[src/hdl/dda_line_rasterizer_macros.svh]
// Assertion macros shared by the DDA line rasteriser RTL.
// Each macro samples on clock and is switched off while reset is high.
`ifndef DDA_LINE_RASTERIZER_MACROS_SVH
`define DDA_LINE_RASTERIZER_MACROS_SVH

// Same-cycle implication.
`define DDA_ASSERT_NOW(label, ante, cons, msg) \
   label: assert property (@(posedge clock) disable iff (reset) (ante) |-> (cons)) \
      else $error(msg);

// Next-cycle implication.
`define DDA_ASSERT_NEXT(label, ante, cons, msg) \
   label: assert property (@(posedge clock) disable iff (reset) (ante) |=> (cons)) \
      else $error(msg);

`endif

[src/hdl/dda_pkg.sv]
// Shared types and constants for the DDA line rasteriser.
// Used by dda_divider and dda_line_rasterizer; depends on nothing.
package dda_pkg;

   // Field widths
   localparam int COORD_W   = 6;
   localparam int DIM_W     = 7;
   localparam int CHAR_W    = 8;
   localparam int ADDR_W    = 12;
   localparam int MAX_DIM   = 64;

   // Fixed-point format: signed Q7.FRAC_BITS
   localparam int FRAC_BITS = 16;
   localparam int ACC_W     = FRAC_BITS + 8;

   // Shared divider: dividend is |d| << FRAC_BITS, quotient is at most 1 << FRAC_BITS
   localparam int NUM_W     = COORD_W + FRAC_BITS;
   localparam int QUO_W     = FRAC_BITS + 1;
   localparam int DIV_CNT_W = $clog2(NUM_W + 1);

   // Configuration port
   localparam int CSR_IDX_W  = 2;
   localparam int CSR_DATA_W = 8;
   localparam logic [CSR_IDX_W-1:0] CSR_COLUMNS    = 2'd0;
   localparam logic [CSR_IDX_W-1:0] CSR_ROWS       = 2'd1;
   localparam logic [CSR_IDX_W-1:0] CSR_FOREGROUND = 2'd2;

   localparam logic [DIM_W-1:0]  COLUMNS_RESET    = 7'd50;
   localparam logic [DIM_W-1:0]  ROWS_RESET       = 7'd10;
   localparam logic [CHAR_W-1:0] FOREGROUND_RESET = 8'd111;

   typedef struct packed {
      logic [COORD_W-1:0] start_x;
      logic [COORD_W-1:0] start_y;
      logic [COORD_W-1:0] end_x;
      logic [COORD_W-1:0] end_y;
   } req_word_type;

   typedef struct packed {
      logic [COORD_W-1:0] pixel_x;
      logic [COORD_W-1:0] pixel_y;
      logic [ADDR_W-1:0]  address;
      logic [CHAR_W-1:0]  pixel_value;
      logic               off_canvas;
      logic               last;
   } rsp_word_type;

   typedef struct packed {
      logic               start;
      logic [NUM_W-1:0]   dividend;
      logic [COORD_W-1:0] divisor;
   } div_req_type;

   typedef struct packed {
      logic             done;
      logic [QUO_W-1:0] quotient;
   } div_rsp_type;

endpackage

[src/hdl/dda_divider.sv]
// Iterative restoring divider, one quotient bit per cycle.
// Depends on dda_pkg for widths and the request/response structs.
module dda_divider
   import dda_pkg::*;
(
   input  logic        clock,
   input  logic        reset,
   input  div_req_type div_req,
   output div_rsp_type div_rsp
);

   logic [COORD_W-1:0]   rem_ff;
   logic [NUM_W-1:0]     work_ff;
   logic [DIV_CNT_W-1:0] count_ff;
   logic                 busy_ff;
   logic                 done_ff;

   logic [COORD_W:0]     rem_shift;
   logic [COORD_W:0]     rem_diff;
   logic                 q_bit;

   // Shift in the next dividend bit and trial-subtract the divisor
   always_comb begin
      rem_shift = {rem_ff, work_ff[NUM_W-1]};
      rem_diff  = rem_shift - {1'b0, div_req.divisor};
      q_bit     = (rem_shift >= {1'b0, div_req.divisor});
   end

   always_ff @(posedge clock) begin
      if (reset) begin
         busy_ff  <= 1'b0;
         done_ff  <= 1'b0;
         count_ff <= '0;
      end else begin
         done_ff <= 1'b0;
         if (div_req.start) begin
            rem_ff   <= '0;
            work_ff  <= div_req.dividend;
            count_ff <= DIV_CNT_W'(NUM_W);
            busy_ff  <= 1'b1;
         end else if (busy_ff) begin
            rem_ff   <= q_bit ? rem_diff[COORD_W-1:0] : rem_shift[COORD_W-1:0];
            work_ff  <= {work_ff[NUM_W-2:0], q_bit};
            count_ff <= count_ff - 1'b1;
            if (count_ff == DIV_CNT_W'(1)) begin
               busy_ff <= 1'b0;
               done_ff <= 1'b1;
            end
         end
      end
   end

   assign div_rsp.done     = done_ff;
   assign div_rsp.quotient = work_ff[QUO_W-1:0];

endmodule

[src/hdl/dda_line_rasterizer.sv]
// Top level of the DDA line rasteriser: sequencer, accumulators and output register.
// Depends on dda_pkg, dda_divider and dda_line_rasterizer_macros.svh.
//
//   Port group | Direction | Word / contents
//   req_*      | in        | req_word_type: start_x, start_y, end_x, end_y
//   rsp_*      | out       | rsp_word_type: one pixel write per word
//   csr_*      | in        | write enable, 2-bit register index, 8-bit data
//
// A segment with n = max(|dx|,|dy|) > 0 makes two passes through the shared
// bit-serial divider, then walks at one pixel word per cycle while rsp_stall is low.
// A zero-length segment skips the divider and goes straight to the walk.
// req_stall is high from acceptance until the last pixel is in the output register.
// rsp_stall holds the output register and pauses the walk; reset is synchronous.
module dda_line_rasterizer
   import dda_pkg::*;
(
   input  logic                  clock,
   input  logic                  reset,
   input  logic                  req_valid,
   output logic                  req_stall,
   input  req_word_type          req_data,
   output logic                  rsp_valid,
   input  logic                  rsp_stall,
   output rsp_word_type          rsp_data,
   input  logic                  csr_write_en,
   input  logic [CSR_IDX_W-1:0]  csr_index,
   input  logic [CSR_DATA_W-1:0] csr_data
);

`include "dda_line_rasterizer_macros.svh"

   typedef enum logic [1:0] {
      ST_IDLE,
      ST_DIV_X,
      ST_DIV_Y,
      ST_WALK
   } state_type;

   localparam logic [ACC_W-1:0] HALF = ACC_W'(1) << (FRAC_BITS - 1);

   state_type            state_ff;
   logic [ACC_W-1:0]     x_acc_ff;
   logic [ACC_W-1:0]     y_acc_ff;
   logic [ACC_W-1:0]     x_step_ff;
   logic [ACC_W-1:0]     y_step_ff;
   logic [COORD_W-1:0]   steps_left_ff;
   logic                 dx_neg_ff;
   logic                 dy_neg_ff;
   logic [COORD_W-1:0]   ady_ff;
   logic [COORD_W-1:0]   n_ff;
   logic                 div_start_ff;
   logic [NUM_W-1:0]     div_dividend_ff;
   logic [DIM_W-1:0]     cols_ff;
   logic [DIM_W-1:0]     rows_ff;
   logic [CHAR_W-1:0]    fg_ff;
   logic                 rsp_valid_ff;
   rsp_word_type         rsp_data_ff;

   div_req_type          div_req;
   div_rsp_type          div_rsp;

   logic                 req_accept;
   logic                 rsp_free;
   logic [COORD_W:0]     dx;
   logic [COORD_W:0]     dy;
   logic [COORD_W-1:0]   adx;
   logic [COORD_W-1:0]   ady;
   logic [COORD_W-1:0]   n_in;
   logic [ACC_W-1:0]     step_mag;
   logic [ACC_W-1:0]     x_round;
   logic [ACC_W-1:0]     y_round;
   logic [COORD_W-1:0]   px;
   logic [COORD_W-1:0]   py;
   logic [DIM_W-1:0]     cols_sat;
   logic [DIM_W-1:0]     rows_sat;
   logic [DIM_W-1:0]     row_from_top;
   logic [2*DIM_W-1:0]   row_offset;
   logic                 off;
   rsp_word_type         pixel;

   // Shared divider
   assign div_req.start    = div_start_ff;
   assign div_req.dividend = div_dividend_ff;
   assign div_req.divisor  = n_ff;

   dda_divider u_divider (
      .clock   (clock),
      .reset   (reset),
      .div_req (div_req),
      .div_rsp (div_rsp)
   );

   // Handshakes
   assign req_stall  = (state_ff != ST_IDLE);
   assign req_accept = req_valid && !req_stall;
   assign rsp_free   = !rsp_valid_ff || !rsp_stall;

   // Segment deltas and step count
   always_comb begin
      dx   = {1'b0, req_data.end_x} - {1'b0, req_data.start_x};
      dy   = {1'b0, req_data.end_y} - {1'b0, req_data.start_y};
      adx  = dx[COORD_W] ? COORD_W'(-dx) : dx[COORD_W-1:0];
      ady  = dy[COORD_W] ? COORD_W'(-dy) : dy[COORD_W-1:0];
      n_in = (adx > ady) ? adx : ady;
   end

   // Quotient widened to the accumulator format
   assign step_mag = ACC_W'(div_rsp.quotient);

   // Round, clip and address the current pixel
   always_comb begin
      x_round  = x_acc_ff + HALF;
      y_round  = y_acc_ff + HALF;
      px       = x_round[FRAC_BITS +: COORD_W];
      py       = y_round[FRAC_BITS +: COORD_W];
      cols_sat = (cols_ff > DIM_W'(MAX_DIM)) ? DIM_W'(MAX_DIM) : cols_ff;
      rows_sat = (rows_ff > DIM_W'(MAX_DIM)) ? DIM_W'(MAX_DIM) : rows_ff;
      off      = ({1'b0, px} >= cols_sat) || ({1'b0, py} >= rows_sat);
      row_from_top = rows_sat - DIM_W'(1) - {1'b0, py};
      row_offset   = row_from_top * cols_sat;
      pixel.pixel_x     = px;
      pixel.pixel_y     = py;
      pixel.address     = off ? '0 : (ADDR_W'(row_offset) + ADDR_W'(px));
      pixel.pixel_value = fg_ff;
      pixel.off_canvas  = off;
      pixel.last        = (steps_left_ff == '0);
   end

   // Sequencer, accumulators, configuration and output register
   always_ff @(posedge clock) begin
      if (reset) begin
         state_ff      <= ST_IDLE;
         div_start_ff  <= 1'b0;
         rsp_valid_ff  <= 1'b0;
         steps_left_ff <= '0;
         cols_ff       <= COLUMNS_RESET;
         rows_ff       <= ROWS_RESET;
         fg_ff         <= FOREGROUND_RESET;
      end else begin
         div_start_ff <= 1'b0;

         // Raise valid when the walk loads a word, drop it once taken
         if ((state_ff == ST_WALK) && rsp_free) begin
            rsp_valid_ff <= 1'b1;
         end else if (!rsp_stall) begin
            rsp_valid_ff <= 1'b0;
         end

         if (csr_write_en) begin
            unique case (csr_index)
               CSR_COLUMNS:    cols_ff <= csr_data[DIM_W-1:0];
               CSR_ROWS:       rows_ff <= csr_data[DIM_W-1:0];
               CSR_FOREGROUND: fg_ff   <= csr_data;
               default:        ;
            endcase
         end

         unique case (state_ff)
            ST_IDLE: begin
               if (req_accept) begin
                  x_acc_ff        <= {2'b00, req_data.start_x, {FRAC_BITS{1'b0}}};
                  y_acc_ff        <= {2'b00, req_data.start_y, {FRAC_BITS{1'b0}}};
                  steps_left_ff   <= n_in;
                  n_ff            <= n_in;
                  dx_neg_ff       <= dx[COORD_W];
                  dy_neg_ff       <= dy[COORD_W];
                  ady_ff          <= ady;
                  div_dividend_ff <= {adx, {FRAC_BITS{1'b0}}};
                  if (n_in == '0) begin
                     x_step_ff <= '0;
                     y_step_ff <= '0;
                     state_ff  <= ST_WALK;
                  end else begin
                     div_start_ff <= 1'b1;
                     state_ff     <= ST_DIV_X;
                  end
               end
            end
            ST_DIV_X: begin
               if (div_rsp.done) begin
                  x_step_ff       <= dx_neg_ff ? -step_mag : step_mag;
                  div_dividend_ff <= {ady_ff, {FRAC_BITS{1'b0}}};
                  div_start_ff    <= 1'b1;
                  state_ff        <= ST_DIV_Y;
               end
            end
            ST_DIV_Y: begin
               if (div_rsp.done) begin
                  y_step_ff <= dy_neg_ff ? -step_mag : step_mag;
                  state_ff  <= ST_WALK;
               end
            end
            ST_WALK: begin
               // Emit one pixel when the output register is free, then advance or, after the last, go idle
               if (rsp_free) begin
                  rsp_data_ff <= pixel;
                  if (steps_left_ff == '0) begin
                     state_ff <= ST_IDLE;
                  end else begin
                     x_acc_ff      <= x_acc_ff + x_step_ff;
                     y_acc_ff      <= y_acc_ff + y_step_ff;
                     steps_left_ff <= steps_left_ff - 1'b1;
                  end
               end
            end
            default: state_ff <= ST_IDLE;
         endcase
      end
   end

   assign rsp_valid = rsp_valid_ff;
   assign rsp_data  = rsp_data_ff;

   `DDA_ASSERT_NEXT(a_accept_leaves_idle, req_accept, state_ff != ST_IDLE, "segment not started")
   `DDA_ASSERT_NOW(a_div_done_phase, div_rsp.done, state_ff == ST_DIV_X || state_ff == ST_DIV_Y, "stray done")
   `DDA_ASSERT_NOW(a_more_pixels, rsp_valid && !rsp_stall && !rsp_data.last, state_ff == ST_WALK, "walk ended early")

endmodule

[config.mk]
export PLATFORM = sky130hd
export DESIGN_NAME = dda_line_rasterizer
export DESIGN_NICKNAME = d
export VERILOG_FILES = /design/src/hdl/dda_pkg.sv /design/src/hdl/dda_divider.sv /design/src/hdl/dda_line_rasterizer.sv
export VERILOG_INCLUDE_DIRS = /design/src /design/src/hdl
export SDC_FILE = /design/constraint.sdc
export NUM_CORES = 1
export LEC_CHECK = 0
export BUFFER_PORTS_ARGS = -buffer_cell sky130_fd_sc_hd__buf_2
export CAP_MARGIN = 20
export CORE_ASPECT_RATIO = 1.1
export CORE_MARGIN = 1.5
export CORE_UTILIZATION = 40
export CTS_CLUSTER_DIAMETER = 60
export DETAILED_ROUTE_END_ITERATION = 8
export GPL_TIMING_DRIVEN = 0
export PLACE_DENSITY = 0.59
export SLEW_MARGIN = 20
export SYNTH_ARGS = -nofsm -noshare
export SYNTH_HDL_FRONTEND = slang
export SYNTH_HIERARCHICAL = 1
export SYNTH_SLANG_ARGS = --single-unit
export TNS_END_PERCENT = 1
[constraint.sdc]
create_clock -name clock -period 8.5 [get_ports clock]
set_clock_uncertainty 0.15 [all_clocks]
set_input_delay 0.85 -clock clock [delete_from_list [all_inputs] [get_ports clock]]
set_output_delay 0.85 -clock clock [all_outputs]
set_load 0.02 [all_outputs]
==> impl_metrics.ini, run 1 <==
[layout]
final_area_um2 = 16100
layout_commonest_cell = edfxtp_1
syn2layout_area_growth_pct = 14.6
nNetsFinal = 1690
utilization_pct = 46.7
drive_above_1_share_pct = 13.7
final_cell_mix = edfxtp_1, nor2_1, inv_1
final_cells = 1949

[floorplanning]
core_area_um2 = 34400
dieArea_um2 = 36200
start_util_pct = 40.8
die_h_um = 199
placementRows = 71
die_w_um = 181
io_pins = 75

[worst_setup_path]
reg2reg_slack_ns = 1.97
critical_path_class = flop to flop
cpMostUsedCell = inv_1
crit_buf_inv = 5
worst_setup_path_start_kind = flop
path_delay_family = adder cells
worstRegToRegCells = 26
crit_arrival_ns = 6.66
r2r-start = y_acc_ff[15]
critPathMaxFanout = 7
critPathCaptureType = flop
cpMaxStageDelayCell = fa_1
cpPeakStageDelay_ns = 0.52
cp.required_ns = 8.63
reg2reg_to = rsp_data[20]

[sta]
fin_tns_setup_ns = 0
rsz0062_at_grt = no
hold_viol = 0
setup_viol = 0
fmax_ghz = 0.153
slew_headroom_pct = 34.6
fin_crit_sh_pct = 76.9
worst_pin_slew_ns = 0.972
fin_crit_ns = 6.53
worst_slack_ns = 1.97
fin_hold_ws_ns = 0.279
maxSlewViolCount = 0

[power_and_ir_drop]
p_leak_nw = 6.80
power_mw = 6.08
power.density_nw_per_um2 = 378
ir_drop_mv = 0.279

[cts]
root_buffer = clkbuf_16
clk_pin_slew_ns = 0.06
clk_latency_ns = 0.54
cts_resized = 0
post_cts_buffers = 0
cts_tree = done
ctsHoldBuffers = 0
htree_levels = 1
cts_sinks = 209
cts_buffers = 27
cts_buffer_depth = 3

[synthesis]
ys_types = 76
synth_flop_cell = edfxtp_1
postSynthCellCount = 1365
syn_area_per_cell_um2 = 10.3
yosys_warnings = 6
synth.yosys.seq_area_share_pct = 42.0
synth.cell_area_um2 = 14000
synth_edf_count = 170
postSynth.asyncResetShare_pct = 0
synth_seq_cells = 209

[min_path]
min-delay-start = fg_ff[7]
whs_path_depth = 0
hold_end = rsp_data[9]
hold_class = flop to flop

[placed_design]
portBuffers = 73
dp_slack_ns = 1.88
dp_hpwl_um = 24300
gp_congestion = 0.847
dp_cells = 1899
placed_area_um2 = 15100

[grt]
grt_max_degree = 26
track_usage_pct = 17.3
grt_overflow = 0
grt_pass1_vias = 9549
antenna_found_initial = 0
grt_first_pass_wirelength_um = 49700

[job]
cap_viol_max_count = 0

[drt]
drt_iter0_drc = 416
wl_per_cell_um = 15.8
wl_um = 30800
drtPass1Iterations = 5
final_antenna_net_count = 0
vias_per_cell = 5.02
vias = 9782
drcViolationCount = 0

[outcome]
outcome = finished, final reports clean
==> cell families after synthesis <==
logic type | Yosys count | share of synthesized area, %
xor gates and xnor gates | 108 | 6.80
other | 1 | 0.0268
DFF | 209 | 42.0
and+or+nand+nor | 413 | 14.4
AOI/OAI and AO/OA | 237 | 11.2
buffers and inverters | 185 | 5.45
muxes | 51 | 3.92
adders and majority gates | 161 | 16.2
==> cell usage after synthesis (7+ instances only) <==
library cell  count  area, um^2
nand2b_1         22         138
fa_1             35         701
a21o_1           30         225
a211o_1           7        61.3
a21oi_1          65         325
o21ai_0          39         195
xor2_1           26         228
xnor2_1          81         709
edfxtp_1        170        5100
nand3_1          22         110
or3_1             9        56.3
a211oi_1         17         128
ha_1            126        1580
o21bai_1         13        97.6
buf_4            18         135
nand2_1          95         357
dfxtp_1          39         781
and2_1           40         250
inv_1           132         495
mux2_2           31         349
nor3_1           17        85.1
nand3b_1         10        75.1
nor2b_1          25         156
nor2_1          138         518
o21a_1           14         105
clkbuf_1         28         105
mux2i_1          20         200
==> power by group <==
group          leakage (nW)  internal (mW)  switching, mW  total (mW)
clock                 0.457          0.722          0.465        1.19
sequential             1.90           1.43          0.102        1.53
combinational          4.44           1.47           1.89        3.36
total                  6.80           3.62           2.45        6.08
==> routing by layer <==
metal	vias up	share of wire, %	wire, um	global-route usage, %
met3	31	3.3	1030	2.39
met4	0	1.5	457	4.17
li1	4964	-	-	-
met1	4650	48	14900	23.7
met2	137	47	14400	29.1
met5	-	0	0	0
==> worst register-to-register path, stage by stage, from the launching register on <==
cell and delay [ns]:
edfxtp_1 0.43, ha_1 0.25, xor2_1 0.27, inv_1 0.14, ha_1 0.21, a21o_1 0.15, a21oi_1 0.22, o21bai_1 0.10
a21oi_1 0.20, xor2_1 0.50, nor2_1 0.13, fa_1 0.50, inv_1 0.05, fa_1 0.47, inv_1 0.06, fa_1 0.52
inv_1 0.05, fa_1 0.52, inv_1 0.04, ha_1 0.31, a21boi_0 0.15, o21ai_0 0.18, nand2b_1 0.11, a21o_1 0.19
a21oi_1 0.16, xor2_1 0.17, nor2_1 0.05
==> registers in the layout, indices dropped and copies added (netlist names), 8 cells and up <==
signal and count:
x_acc_ff 22, u_divider/work_ff 22, x_step_ff 22, fg_ff 8, y_acc_ff 22, rsp_data 34
y_step_ff 22
==> worst max path at each step <==
| stage | from | end | slack [ns] | cells after the start |
|---|---|---|---|---|
| floorplan | req_data[6] | y_step_ff[0] | 2.48 | 17 |
| global placement | req_data[0] | y_step_ff[1] | 1.21 | 19 |
| detailed placement | y_acc_ff[15] | rsp_data[20] | 1.88 | 26 |
| CTS | y_acc_ff[15] | rsp_data[20] | 1.91 | 26 |
| global route | y_acc_ff[15] | rsp_data[21] | 1.55 | 25 |
| finish | y_acc_ff[15] | rsp_data[20] | 1.97 | 26 |
==> final cells by class <==
| type | count | area (um^2) |
|---|---|---|
| Timing Repair Buffer | 81 | 453 |
| Multi-Input combinational cell | 986 | 7480 |
| Clock inverter | 18 | 201 |
| Inverter | 132 | 495 |
| Fill cell | 3234 | 18300 |
| Tap cell | 438 | 548 |
| Sequential cell | 209 | 5890 |
| Antenna cell | 1 | 2.50 |
| Buffer | 53 | 269 |
| Clock buffer | 31 | 737 |
(Power assumes the default switching activity.)
==> inputs of run 2 (changes only) <==
--- a/config.mk
+++ b/config.mk
@@ -6,6 +6,7 @@
 export SDC_FILE = /design/constraint.sdc
 export NUM_CORES = 1
 export LEC_CHECK = 0
+export ABC_AREA = 1
 export BUFFER_PORTS_ARGS = -buffer_cell sky130_fd_sc_hd__buf_2
 export CAP_MARGIN = 20
 export CORE_ASPECT_RATIO = 1.1
==> constraint.sdc (replaced) <==
create_clock -name clock -period 6.51 [get_ports clock]
set_clock_uncertainty 0.15 [all_clocks]
set_input_delay 0.651 -clock clock [delete_from_list [all_inputs] [get_ports clock]]
set_output_delay 0.651 -clock clock [all_outputs]
set_load 0.02 [all_outputs]
==> run 2 against run 1 <==
Power is 33% higher. Utilization shrank 0.14 points. Non-clock buffer count down 2. Setup slack worse by 1.6 ns. Via count rose by 26%. Largest power group unchanged.
==> impl_metrics.ini, run 2 <==
[power_and_ir_drop]
clkPwrFrac_pct = 19.6
p_leak_nw = 8.26
p_comb_share_pct = 56.2
seqPwrFrac_pct = 24.2
power.density_nw_per_um2 = 469
internal-power_mw = 4.46
swShare_pct = 44.9
p_sw_mw = 3.64
ir_drop_mv = 0.594

[grt]
antenna_found_initial = 0
grt_max_degree = 26
grt_pass1_vias = 12200
grt_overflow = 0
track_usage_pct = 19.9
grt_first_pass_wirelength_um = 60800

[floorplanning]
placementRows = 74
start_util_pct = 40.4
die_h_um = 206
core_area_um2 = 37000
dieArea_um2 = 38600
io_pins = 75
die_w_um = 187

[synthesis]
synth_flop_cell = edfxtp_1
syn_area_per_cell_um2 = 8.17
synth_top_area_cell = edfxtp_1
synth.cell_area_um2 = 15000
synth.most_common_cell = nand2_1
ys_types = 55
yosys-top-cells-count = nand2_1, inv_1, edfxtp_1
postSynth.asyncResetShare_pct = 0
synth_area_leaders = edfxtp_1, ha_1, nand2_1, inv_1, dfxtp_1
synth.yosys.seq_area_share_pct = 39.3
synth_edf_count = 170
postSynthCellCount = 1833
synth_top_area_share_pct = 34.1
synth_seq_cells = 209
yosys_warnings = 6

[outcome]
outcome = finished, final reports clean

[drt]
drtPass1Iterations = 5
wl_um = 37900
vias = 12300
drcViolationCount = 0
final_antenna_net_count = 0
drt_iter0_drc = 622
wl_per_cell_um = 15.3
vias_per_cell = 4.98

[cts]
cts_tree = done
cts_buffers = 28
clk_pin_slew_ns = 0.06
htree_levels = 1
root_buffer = clkbuf_16
ctsHoldBuffers = 0
clk_latency_ns = 0.55
cts_buffer_depth = 3
cts_sinks = 209

[placed_design]
dp_hpwl_um = 30700
portBuffers = 74
placed_area_um2 = 16200
gp_congestion = 0.923

[worst_setup_path]
worst_setup_path_start_kind = flop
critPathCaptureType = flop
cpMostUsedCell = nand2_1
crit_arrival_ns = 6.32
critPathMaxFanout = 7
cp.required_ns = 6.73
cpPeakStageDelay_ns = 0.53
critical_path_class = flop to flop
cpMaxStageDelayCell = fa_1

[layout]
seqCellArea_um2 = 5890
final_area_um2 = 17300
syn2layout_area_growth_pct = 15.3
drive_above_1_share_pct = 11.1
utilization_pct = 46.6
final_cell_mix = nand2_1, inv_1, edfxtp_1
multi_input_area_um2 = 7760
final.fill_count = 3626
nNetsFinal = 2161
layout_commonest_cell = nand2_1
largest_reg_flops = 34

[sta]
fin_tns_setup_ns = 0
worst_pin_slew_ns = 0.876
slew_headroom_pct = 41.6
hold_viol = 0
maxSlewViolCount = 0
fmax_ghz = 0.164
setup_viol = 0
rsz0062_at_grt = no
fin_crit_sh_pct = 93.7
fin_crit_ns = 6.10

[job]
cap_viol_max_count = 0

[min_path]
hold_class = input pin to flop
[run 2: cell types whose count changed in the layout (fill, tap and decap cells not counted), sizes merged, moves of 25 or more]
cell / delta
a21oi: +79
nand4: +29
nor2b: -25
o21ai: +87
xnor2: -76
and2: -40
nand3: +72
inv: +195
mux2: -31
nand2: +286
[run 2: kinds of logic after synthesis]
logic type               count (synthesis)  synth area share, %
AO/OA/AOI/OAI                          332                 12.3
XOR/XNOR                                39                 2.33
adder cells (fa/ha/maj)                161                 15.2
buffers and inverters                  379                 10.1
flip-flops                             209                 39.3
other                                    1               0.0250
AND/OR/NAND/NOR                        712                 20.7
[run 2: per-stage QoR]
step	power (mW)	cells	hold WS, ns	setup slack [ns]
2_1_floorplan	5.23	1848	0.259	0.765
3_3_place_gp	6.28	2416	0.268	0.186
3_5_place_dp	6.39	2421	0.269	0.159
4_1_cts	8.02	2473	0.181	0.136
5_1_grt	8.87	2477	0.210	0.0111
6_report	8.10	2478	0.207	0.411
[run 2: timing repair]
item / in CTS / in global routing
buffers inserted: 0 / 4
endpoints found under the setup margin: 0 / 4
gates resized for setup: 0 / 15
[run 2: power by group through the flow]
stage	registers [mW]	logic [mW]	clock network (mW)
global placement	2.00	4.27	0
CTS	1.96	4.43	1.62
global route	1.99	5.21	1.67
detailed placement	1.99	4.40	0
floorplan	1.97	3.26	0
finish	1.96	4.55	1.59
[run 2: area by class of cell]
cell class                      instances  share of cell area, %
Tap cell                              494                   3.58
Clock buffer                           41                   4.76
Antenna cell                            1                 0.0145
Buffer                                 49                   1.54
Clock inverter                         11                  0.877
Multi-Input combinational cell       1260                   44.9
Sequential cell                       209                   34.1
Timing Repair Buffer                   83                   3.00
Inverter                              330                   7.19
[run 2: per-layer routing]
layer / up-vias / part of all wire (%) / track usage, %
met2: 257 / 51 / 37.4
met4: 0 / 4.1 / 9.00
met5: - / 0 / 0
met1: 5724 / 42 / 23.0
met3: 75 / 3.4 / 1.80
li1: 6293 / - / -
[run 2: path summary, 6_finish.rpt]
path	start	to	slack, ns	cells past startpoint
setup / recovery	rows_ff[3]	rsp_data[19]	0.41	29
hold / removal	csr_data[7]	fg_ff[7]	0.21	3
setup reg to reg	rows_ff[3]	rsp_data[19]	0.41	29
hold reg to reg	fg_ff[7]	rsp_data[9]	0.28	0
[run 2: critical path: cells and delay by family (launching register included)]
family | cells | cell delay [ns]
xor gates and xnor gates | 1 | 0.23
AOI/OAI and AO/OA | 7 | 1.04
and+or+nand+nor | 10 | 1.12
DFF | 1 | 0.37
adders and majority gates | 6 | 2.58
buffers and inverters | 5 | 0.41
